--- src/rtl/core/ffca_pkg.sv ---
`default_nettype none
package ffca_pkg;

  localparam logic REQ_ALLOC = 1'b0;
  localparam logic REQ_FREE  = 1'b1;

  localparam logic [1:0] STATUS_OK      = 2'd0;
  localparam logic [1:0] STATUS_NULL    = 2'd1;
  localparam logic [1:0] STATUS_FULL    = 2'd2;
  localparam logic [1:0] STATUS_UNKNOWN = 2'd3;

  localparam logic [31:0] MARKER_NEW    = 32'h1234_5678;
  localparam logic [31:0] MARKER_REUSED = 32'h8765_4321;
  localparam logic [31:0] MARKER_FREED  = 32'hFFFF_FFFF;
  localparam logic [31:0] MARKER_NONE   = 32'h0000_0000;

  localparam logic [1:0] CFG_HEAP_BASE    = 2'd0;
  localparam logic [1:0] CFG_HEAP_LIMIT   = 2'd1;
  localparam logic [1:0] CFG_HEADER_BYTES = 2'd2;

  localparam logic [31:0] HEAP_BASE_RST    = 32'd0;
  localparam logic [31:0] HEAP_LIMIT_RST   = 32'd1048576;
  localparam logic [7:0]  HEADER_BYTES_RST = 8'd24;

  typedef struct packed {
    logic [31:0] heap_base;
    logic [31:0] heap_limit;
    logic [7:0]  header_bytes;
  } ffca_cfg_t;

  // One table entry: payload size, header offset from the heap base, free flag.
  typedef struct packed {
    logic [23:0] size;
    logic [31:0] offset;
    logic        is_free;
  } ffca_entry_t;

  typedef struct packed {
    logic [1:0]  status;
    logic [31:0] payload_addr;
    logic [5:0]  chunk_index;
    logic [31:0] marker;
  } ffca_res_t;

endpackage
`default_nettype wire

--- src/rtl/core/ffca_table.sv ---
`default_nettype none
module ffca_table #(
  parameter int MAX_CHUNKS = 64,
  localparam int IDX_W = (MAX_CHUNKS > 1) ? $clog2(MAX_CHUNKS) : 1
) (
  input  wire                      clk,
  input  wire                      rd_en,
  input  wire [IDX_W-1:0]          rd_addr,
  output ffca_pkg::ffca_entry_t    rd_data,
  input  wire                      wr_en,
  input  wire [IDX_W-1:0]          wr_addr,
  input  ffca_pkg::ffca_entry_t    wr_data
);
  import ffca_pkg::*;

  ffca_entry_t mem [MAX_CHUNKS];

  always_ff @(posedge clk) begin
    if (wr_en) begin
      mem[wr_addr] <= wr_data;
    end
  end

  always_ff @(posedge clk) begin
    if (rd_en) begin
      rd_data <= mem[rd_addr];
    end
  end

endmodule
`default_nettype wire

--- src/rtl/core/ffca_ctrl.sv ---
`default_nettype none
module ffca_ctrl #(
  parameter int MAX_CHUNKS = 64,
  localparam int IDX_W = (MAX_CHUNKS > 1) ? $clog2(MAX_CHUNKS) : 1,
  localparam int CNT_W = $clog2(MAX_CHUNKS + 1)
) (
  input  wire                      clk,
  input  wire                      rst_n,
  input  wire                      in_valid,
  output logic                     in_ready,
  input  wire                      in_type,
  input  wire [23:0]               in_size,
  input  wire [31:0]               in_addr,
  input  ffca_pkg::ffca_cfg_t      cfg,
  output logic                     rd_en,
  output logic [IDX_W-1:0]         rd_addr,
  input  ffca_pkg::ffca_entry_t    rd_data,
  output logic                     wr_en,
  output logic [IDX_W-1:0]         wr_addr,
  output ffca_pkg::ffca_entry_t    wr_data,
  output logic                     res_valid,
  input  wire                      res_ready,
  output ffca_pkg::ffca_res_t      res
);
  import ffca_pkg::*;

  localparam logic [1:0] ST_IDLE   = 2'd0;
  localparam logic [1:0] ST_SCAN   = 2'd1;
  localparam logic [1:0] ST_APPEND = 2'd2;
  localparam logic [1:0] ST_FINISH = 2'd3;

  logic [1:0]       state_r, state_nxt;
  logic             type_r, type_nxt;
  logic [23:0]      size_r, size_nxt;
  logic [31:0]      key_r, key_nxt;
  logic [24:0]      hs_r, hs_nxt;
  logic [31:0]      basehdr_r, basehdr_nxt;
  logic [CNT_W-1:0] rd_idx_r, rd_idx_nxt;
  logic             cmp_vld_r, cmp_vld_nxt;
  logic [IDX_W-1:0] cmp_idx_r, cmp_idx_nxt;
  logic [CNT_W-1:0] count_r, count_nxt;
  logic [31:0]      used_r, used_nxt;
  ffca_res_t        res_r, res_nxt;

  logic             match;
  logic             more;
  logic [32:0]      end_sum;
  logic [IDX_W+5:0] hit_ext;
  logic [CNT_W+5:0] cnt_ext;

  // The free key is the header offset the address must match, so the scan
  // compares one stored field instead of recomputing each payload address.
  assign match = (type_r == REQ_ALLOC) ? (rd_data.is_free && (rd_data.size >= size_r))
                                       : (rd_data.offset == key_r);
  assign more    = (rd_idx_r < count_r);
  assign end_sum = {1'b0, used_r} + {8'b0, hs_r};
  assign hit_ext = {6'b0, cmp_idx_r};
  assign cnt_ext = {6'b0, count_r};

  always_comb begin
    state_nxt   = state_r;
    type_nxt    = type_r;
    size_nxt    = size_r;
    key_nxt     = key_r;
    hs_nxt      = hs_r;
    basehdr_nxt = basehdr_r;
    rd_idx_nxt  = rd_idx_r;
    cmp_vld_nxt = cmp_vld_r;
    cmp_idx_nxt = cmp_idx_r;
    count_nxt   = count_r;
    used_nxt    = used_r;
    res_nxt     = res_r;
    rd_en       = 1'b0;
    rd_addr     = rd_idx_r[IDX_W-1:0];
    wr_en       = 1'b0;
    wr_addr     = cmp_idx_r;
    wr_data     = rd_data;

    unique case (state_r)
      ST_IDLE: begin
        if (in_valid) begin
          type_nxt    = in_type;
          size_nxt    = in_size;
          key_nxt     = in_addr - cfg.heap_base - {24'b0, cfg.header_bytes};
          hs_nxt      = {17'b0, cfg.header_bytes} + {1'b0, in_size};
          basehdr_nxt = cfg.heap_base + {24'b0, cfg.header_bytes};
          rd_idx_nxt  = '0;
          cmp_vld_nxt = 1'b0;
          if ((in_type == REQ_ALLOC && in_size == 24'd0) ||
              (in_type == REQ_FREE && in_addr == 32'd0)) begin
            res_nxt   = '{STATUS_NULL, 32'd0, 6'd0, MARKER_NONE};
            state_nxt = ST_FINISH;
          end else begin
            state_nxt = ST_SCAN;
          end
        end
      end
      ST_SCAN: begin
        cmp_vld_nxt = 1'b0;
        if (cmp_vld_r && match) begin
          wr_en           = 1'b1;
          wr_data.is_free = (type_r == REQ_FREE);
          res_nxt.status       = STATUS_OK;
          res_nxt.payload_addr = basehdr_r + rd_data.offset;
          res_nxt.chunk_index  = hit_ext[5:0];
          res_nxt.marker       = (type_r == REQ_FREE) ? MARKER_FREED : MARKER_REUSED;
          state_nxt = ST_FINISH;
        end else if (!cmp_vld_r && !more) begin
          if (type_r == REQ_FREE) begin
            res_nxt   = '{STATUS_UNKNOWN, 32'd0, 6'd0, MARKER_NONE};
            state_nxt = ST_FINISH;
          end else begin
            state_nxt = ST_APPEND;
          end
        end else if (more) begin
          rd_en       = 1'b1;
          rd_idx_nxt  = rd_idx_r + 1'b1;
          cmp_vld_nxt = 1'b1;
          cmp_idx_nxt = rd_idx_r[IDX_W-1:0];
        end
      end
      ST_APPEND: begin
        if (count_r >= CNT_W'(MAX_CHUNKS) || end_sum > {1'b0, cfg.heap_limit}) begin
          res_nxt = '{STATUS_FULL, 32'd0, 6'd0, MARKER_NONE};
        end else begin
          wr_en           = 1'b1;
          wr_addr         = count_r[IDX_W-1:0];
          wr_data.size    = size_r;
          wr_data.offset  = used_r;
          wr_data.is_free = 1'b0;
          count_nxt       = count_r + 1'b1;
          used_nxt        = end_sum[31:0];
          res_nxt.status       = STATUS_OK;
          res_nxt.payload_addr = basehdr_r + used_r;
          res_nxt.chunk_index  = cnt_ext[5:0];
          res_nxt.marker       = MARKER_NEW;
        end
        state_nxt = ST_FINISH;
      end
      ST_FINISH: begin
        if (res_ready) begin
          state_nxt = ST_IDLE;
        end
      end
      default: begin
        state_nxt = ST_IDLE;
      end
    endcase
  end

  assign in_ready  = (state_r == ST_IDLE);
  assign res_valid = (state_r == ST_FINISH);
  assign res       = res_r;

  always_ff @(posedge clk) begin
    if (!rst_n) begin
      state_r   <= ST_IDLE;
      cmp_vld_r <= 1'b0;
      count_r   <= '0;
      used_r    <= '0;
    end else begin
      state_r   <= state_nxt;
      cmp_vld_r <= cmp_vld_nxt;
      count_r   <= count_nxt;
      used_r    <= used_nxt;
    end
  end

  always_ff @(posedge clk) begin
    type_r    <= type_nxt;
    size_r    <= size_nxt;
    key_r     <= key_nxt;
    hs_r      <= hs_nxt;
    basehdr_r <= basehdr_nxt;
    rd_idx_r  <= rd_idx_nxt;
    cmp_idx_r <= cmp_idx_nxt;
    res_r     <= res_nxt;
  end

endmodule
`default_nettype wire

--- src/rtl/core/first_fit_chunk_allocator_top.sv ---
// A zero size or a null free is answered without a scan. Otherwise the table is scanned
// from entry 0 and the first hit answers; a free that misses every entry reports unknown,
// and an allocate that misses appends a new entry at the heap break if there is room.
// One request is handled at a time; a new one is taken only when the control is idle.
// Reset (synchronous, rst_n low) clears the control state, chunk count, heap break and
// registers to their defaults; table contents are not cleared.
`default_nettype none
module first_fit_chunk_allocator_top #(
  parameter int MAX_CHUNKS = 64
) (
  input  wire         clk,
  input  wire         rst_n,
  input  wire         in_tvalid,
  output logic        in_tready,
  input  wire  [55:0] in_tdata,   // req_size[23:0], free_addr[55:24]
  input  wire  [0:0]  in_tuser,   // req_type[0]
  output logic        out_tvalid,
  input  wire         out_tready,
  output logic [71:0] out_tdata,  // payload_addr[31:0], chunk_index[37:32],
                                  // marker[69:38], zero fill[71:70]
  output logic [1:0]  out_tuser,  // status[1:0]
  input  wire         cfg_valid,
  output logic        cfg_ready,
  input  wire  [1:0]  cfg_index,
  input  wire  [31:0] cfg_data
);
  import ffca_pkg::*;

  localparam int IDX_W = (MAX_CHUNKS > 1) ? $clog2(MAX_CHUNKS) : 1;

  ffca_cfg_t        cfg_r;
  ffca_res_t        out_res_r;
  logic             out_valid_r;

  logic             rd_en;
  logic [IDX_W-1:0] rd_addr;
  ffca_entry_t      rd_data;
  logic             wr_en;
  logic [IDX_W-1:0] wr_addr;
  ffca_entry_t      wr_data;
  logic             res_valid;
  logic             res_ready;
  ffca_res_t        res;

  assign cfg_ready = 1'b1;

  always_ff @(posedge clk) begin
    if (!rst_n) begin
      cfg_r.heap_base    <= HEAP_BASE_RST;
      cfg_r.heap_limit   <= HEAP_LIMIT_RST;
      cfg_r.header_bytes <= HEADER_BYTES_RST;
    end else if (cfg_valid) begin
      unique case (cfg_index)
        CFG_HEAP_BASE:    cfg_r.heap_base    <= cfg_data;
        CFG_HEAP_LIMIT:   cfg_r.heap_limit   <= cfg_data;
        CFG_HEADER_BYTES: cfg_r.header_bytes <= cfg_data[7:0];
        default: begin
        end
      endcase
    end
  end

  ffca_table #(.MAX_CHUNKS(MAX_CHUNKS)) u_table (
    .clk     (clk),
    .rd_en   (rd_en),
    .rd_addr (rd_addr),
    .rd_data (rd_data),
    .wr_en   (wr_en),
    .wr_addr (wr_addr),
    .wr_data (wr_data)
  );

  ffca_ctrl #(.MAX_CHUNKS(MAX_CHUNKS)) u_ctrl (
    .clk       (clk),
    .rst_n     (rst_n),
    .in_valid  (in_tvalid),
    .in_ready  (in_tready),
    .in_type   (in_tuser[0]),
    .in_size   (in_tdata[23:0]),
    .in_addr   (in_tdata[55:24]),
    .cfg       (cfg_r),
    .rd_en     (rd_en),
    .rd_addr   (rd_addr),
    .rd_data   (rd_data),
    .wr_en     (wr_en),
    .wr_addr   (wr_addr),
    .wr_data   (wr_data),
    .res_valid (res_valid),
    .res_ready (res_ready),
    .res       (res)
  );

  // The output register lets the next request start while a result waits.
  assign res_ready = !out_valid_r || out_tready;

  always_ff @(posedge clk) begin
    if (!rst_n) begin
      out_valid_r <= 1'b0;
    end else if (res_ready) begin
      out_valid_r <= res_valid;
    end
  end

  always_ff @(posedge clk) begin
    if (res_ready && res_valid) begin
      out_res_r <= res;
    end
  end

  assign out_tvalid = out_valid_r;
  assign out_tuser  = out_res_r.status;
  assign out_tdata  = {2'b00, out_res_r.marker, out_res_r.chunk_index, out_res_r.payload_addr};

endmodule
`default_nettype wire

--- config.mk ---
export PLATFORM = sky130hd
export DESIGN_NAME = first_fit_chunk_allocator_top
export DESIGN_NICKNAME = d
export VERILOG_FILES = /design/src/rtl/core/ffca_pkg.sv /design/src/rtl/core/ffca_table.sv /design/src/rtl/core/ffca_ctrl.sv /design/src/rtl/core/first_fit_chunk_allocator_top.sv
export SDC_FILE = /design/constraint.sdc
export NUM_CORES = 2
export LEC_CHECK = 0
export BUFFER_PORTS_ARGS = -buffer_cell sky130_fd_sc_hd__buf_2
export CAP_MARGIN = 20
export CORE_ASPECT_RATIO = 1.25
export CORE_MARGIN = 10
export CORE_UTILIZATION = 55
export CTS_CLUSTER_SIZE = 10
export DETAILED_ROUTE_END_ITERATION = 16
export GPL_ROUTABILITY_DRIVEN = 0
export PLACE_DENSITY = 0.71
export SYNTH_ARGS = -nofsm -noshare
export SYNTH_HDL_FRONTEND = slang
export SYNTH_SLANG_ARGS = --single-unit
--- constraint.sdc ---
create_clock -name clk -period 8.9 [get_ports clk]
set_input_delay 0 -clock clk [delete_from_list [all_inputs] [get_ports clk]]
set_output_delay 0 -clock clk [all_outputs]
set_load 0.02 [all_outputs]
==> load_flow_metrics.sql <==
INSERT INTO impl_metrics (metric_group, metric, value, unit) VALUES
('worst_setup_path', 'kind_of_launch_point_of_the_worst_setup_path', 'flop', ''),
('route', 'avgViaCountPerCell', '6.77', ''),
('layout', 'total_non_filler_cell_area_in_the_finished_layout', '184000', 'um^2'),
('logic_synthesis', 'post-synth-top-area-cell', 'sky130_fd_sc_hd__edfxtp_1', ''),
('power_and_ir_drop', 'static_leakage', '0.0587', 'uW'),
('route', 'final_antenna_net_count', '0', ''),
('logic_synthesis', 'main_combinational_cell_family_by_area_after_synthesis', 'multiplexers', ''),
('floorplanning', 'fp.dieArea', '317000', 'um^2'),
('global_routing', 'vias_in_the_first_global_route', '86800', ''),
('logic_synthesis', 'ys_seq_area_frac', '0.740', ''),
('worst_setup_path', 'timing.critical_path.buf_inv', '2', ''),
('sta', 'hold_viol_final', '0', ''),
('route', 'routed-via-count', '84500', ''),
('floorplanning', 'chipWidth', '506', 'um'),
('worst_setup_path', 'path_cells', 'ha_1 -> and4_1 -> a21boi_1 -> o2111ai_1 -> a211oi_1 -> o21ai_1 -> a21oi_1 -> a31oi_1 -> nor2_1 -> xor2_1 -> ha_1 -> nand4_1 -> nor4_1 -> a211oi_2 -> o21ai_2 -> or3_4 -> buf_4 -> nand2_1 -> nand2_1 -> buf_4', ''),
('clocking', 'htree_num_levels', '5', ''),
('worst_setup_path', 'cp_slowest_cell', 'sky130_fd_sc_hd__buf_4', ''),
('logic_synthesis', 'post_synth_xor_area_fraction', '0.0104', ''),
('clocking', 'insertion_delay', '0.97', 'ns'),
('sta', 'rsz0062_at_grt', 'no', ''),
('floorplanning', 'chipHeight', '627', 'um'),
('layout', 'final_nets', '8788', ''),
('sta', 'final_min_period_over_clock_period', '0.909', ''),
('sta', 'setup-tns-final', '0', 'ns'),
('logic_synthesis', 'dominantRegCellSynth', 'sky130_fd_sc_hd__edfxtp_1', ''),
('sta', 'fin_skew', '0.0813', 'ns'),
('floorplanning', 'core_area', '293000', 'um^2'),
('sta', 'finalWorstPathRequiredPeriod', '8.09', 'ns'),
('logic_synthesis', 'ys_async_sr_fraction', '0', ''),
('route', 'drt-pass1-iter-count', '8', ''),
('global_routing', 'gr-total-overflow', '0', ''),
('clocking', 'clock_sinks', '4035', ''),
('layout', 'final_util', '0.627', ''),
('clocking', 'cts.clk_slew.worst_paths', '0.06', 'ns'),
('floorplanning', 'fp-row-count', '222', ''),
('clocking', 'cts_buffer_count', '447', ''),
('worst_setup_path', 'critPathTopFamily', 'simple AND/OR/NAND/NOR gates', ''),
('layout', 'post_route_cells_drive_above_1_share', '0.258', ''),
('logic_synthesis', 'post_syn_area', '162000', 'um^2'),
('min_path', 'hp-class', 'in2reg', ''),
('sta', 'clock.fmax', '124', 'MHz'),
('logic_synthesis', 'post_synth_mux_area_share', '0.168', ''),
('logic_synthesis', 'postSynthRegisterBits', '4035', ''),
('power_and_ir_drop', 'power_density', '309', 'nW/um^2'),
('logic_synthesis', 'synth_fa_ha_area_frac', '0.0197', ''),
('logic_synthesis', 'netlist.area_leader.share', '0.725', ''),
('worst_setup_path', 'cp_max_fo', '48', ''),
('layout', 'areaGrowthSynthToFinish', '13.3', '%'),
('clocking', 'ctsResizeCount', '0', ''),
('worst_setup_path', 'worst_setup_path_end_kind', 'flop', ''),
('layout', 'final-instance-count-excl-fill', '12500', ''),
('worst_setup_path', 'arrival_time_of_data_at_the_critical_path_endpoint', '8.78', 'ns'),
('place', 'numPlacedInstances', '11700', ''),
('global_routing', 'grtUsageTotal', '0.278', ''),
('global_routing', 'grt_pass1_wl', '636', 'mm'),
('power_and_ir_drop', 'peakVddDrop', '0.000361', 'V'),
('outcome', 'outcome', 'finished clean', ''),
('sta', 'hold_ws', '0.0733', 'ns'),
('route', 'drt_first_iter_violations', '11100', ''),
('clocking', 'clockBufferDepth', '4', ''),
('global_routing', 'grt_antenna_before_repair', '14', ''),
('place', 'dp.final_hpwl', '248', 'mm'),
('route', 'average_wire_length_per_cell_after_detail_routing', '35.6', 'um'),
('logic_synthesis', 'syn-mean-instance-area', '20.9', 'um^2'),
('worst_setup_path', 'critPathKind', 'reg2reg', ''),
('route', 'routed_wl', '444', 'mm'),
('clocking', 'cts.root.buffer_cell', 'sky130_fd_sc_hd__clkbuf_16', ''),
('place', 'place.port_buffers', '169', ''),
('sta', 'tightestPinTransition', '1.25', 'ns'),
('worst_setup_path', 'crit_required', '9.60', 'ns'),
('logic_synthesis', 'ys_warn_count', '0', '');
[routing by layer]
metal / up-vias / GRT usage / routed length (um)
li1: 33300 / - / -
met1: 44800 / 0.357 / 157000
met2: 5231 / 0.458 / 219000
met3: 1079 / 0.0620 / 44600
met4: 12 / 0.125 / 22900
met5: - / 0 / 105
[final cells by class]
type                            instances  area (um^2)  share of cell area
Timing Repair Buffer                  591         5440              0.0296
Multi-Input combinational cell       3143        40800               0.222
Clock buffer                          535        11600              0.0632
Tap cell                             3920         4900              0.0267
Antenna cell                            7         17.5           0.0000953
Inverter                              226          850             0.00462
Sequential cell                      4035       120000               0.653
Clock inverter                         16          233             0.00127
[tightest hold or removal path, cell delays in order]
cell	delay, ns
sky130_fd_sc_hd__dlygate4sd3_1	0.54
sky130_fd_sc_hd__buf_2	0.20
sky130_fd_sc_hd__xnor2_1	0.16
[where the power goes]
group	switching (uW)	internal (uW)
clock network	6850	9010
registers	426	23800
logic	9700	6990
total	17000	39800
[cells in the final DEF, fill, tap and decap left out, drive strengths merged, types with 26 or more instances in the layout]
| cell | netlist | routed |
|---|---|---|
| buf | 110 | 402 |
| dlygate4sd3 | 0 | 188 |
| ha | 235 | 235 |
| a21o | 60 | 60 |
| mux4 | 1197 | 1197 |
| o22ai | 29 | 29 |
| inv | 223 | 227 |
| nand2 | 399 | 399 |
| clkbuf | 262 | 536 |
| nand3 | 65 | 65 |
| edfxtp | 3920 | 3920 |
| o21ai | 108 | 108 |
| nor3 | 49 | 49 |
| nand4 | 41 | 41 |
| a21oi | 240 | 240 |
| and3 | 26 | 26 |
| xor2 | 74 | 74 |
| nor2 | 162 | 162 |
| dfxtp | 115 | 115 |
| xnor2 | 119 | 119 |
[synthesized netlist by cell type (20+ instances only)]
master and instances:
sky130_fd_sc_hd__nand3_1 65, sky130_fd_sc_hd__dfxtp_1 115, sky130_fd_sc_hd__buf_1 66, sky130_fd_sc_hd__mux4_2 1197
sky130_fd_sc_hd__o21bai_1 20, sky130_fd_sc_hd__nor2_1 162, sky130_fd_sc_hd__ha_1 235, sky130_fd_sc_hd__a21o_1 60
sky130_fd_sc_hd__nor4_1 22, sky130_fd_sc_hd__a211oi_1 20, sky130_fd_sc_hd__a21oi_1 240, sky130_fd_sc_hd__xnor2_1 119
sky130_fd_sc_hd__nor3_1 49, sky130_fd_sc_hd__nand2_1 399, sky130_fd_sc_hd__o21a_1 23, sky130_fd_sc_hd__o21ai_0 105
sky130_fd_sc_hd__edfxtp_1 3920, sky130_fd_sc_hd__nand4_1 41, sky130_fd_sc_hd__clkbuf_1 262, sky130_fd_sc_hd__inv_1 222
sky130_fd_sc_hd__o22ai_1 29, sky130_fd_sc_hd__and3_1 26, sky130_fd_sc_hd__mux2i_1 20, sky130_fd_sc_hd__xor2_1 74
sky130_fd_sc_hd__buf_4 31
[sequential cells by signal, indices dropped and copies added (netlist names)]
signal / flops
u_ctrl.hs_r: 25
u_ctrl.state_r: 2
u_ctrl.cmp_idx_r: 6
out_tuser: 2
u_table.mem: 3648
u_ctrl.res: 44
u_table.rd_data: 57
u_ctrl.cmp_vld_r: 1
out_tvalid: 1
u_ctrl.rd_idx_r: 7
u_ctrl.size_r: 24
u_ctrl.count_r: 7
u_ctrl.key_r: 32
u_ctrl.basehdr_r: 32
out_tdata: 42
u_ctrl.used_r: 32
u_ctrl.type_r: 1
cfg_r: 72
[cell families after synthesis]
kind of cell    count (synthesis)
flops                        4035
mux                          1227
simple gates                  865
compound gates                607
buf+inv                       598
fa+ha+maj                     248
xor+xnor                      193
other cells                     2
[final timing paths]
| kind | from | to | slack, ns | depth (start not counted) |
|---|---|---|---|---|
| min reg2reg | u_ctrl.res[43] | out_tdata[5] | 0.42 | 0 |
| max | u_ctrl.hs_r[4] | u_table.mem[11][17] | 0.81 | 20 |
| min | in_tdata[9] | u_ctrl.hs_r[9] | 0.07 | 3 |
| max reg2reg | u_ctrl.hs_r[4] | u_table.mem[11][17] | 0.81 | 20 |
[stage by stage]
stage / power (uW) / worst slack (ns)
finish: 56800 / 0.813
global route: 58600 / 0.264
CTS: 56900 / 0.962
detailed placement: 41000 / 1.03
global placement: 40700 / 1.01
floorplan: 35600 / 1.01
(Power assumes the default switching activity.)
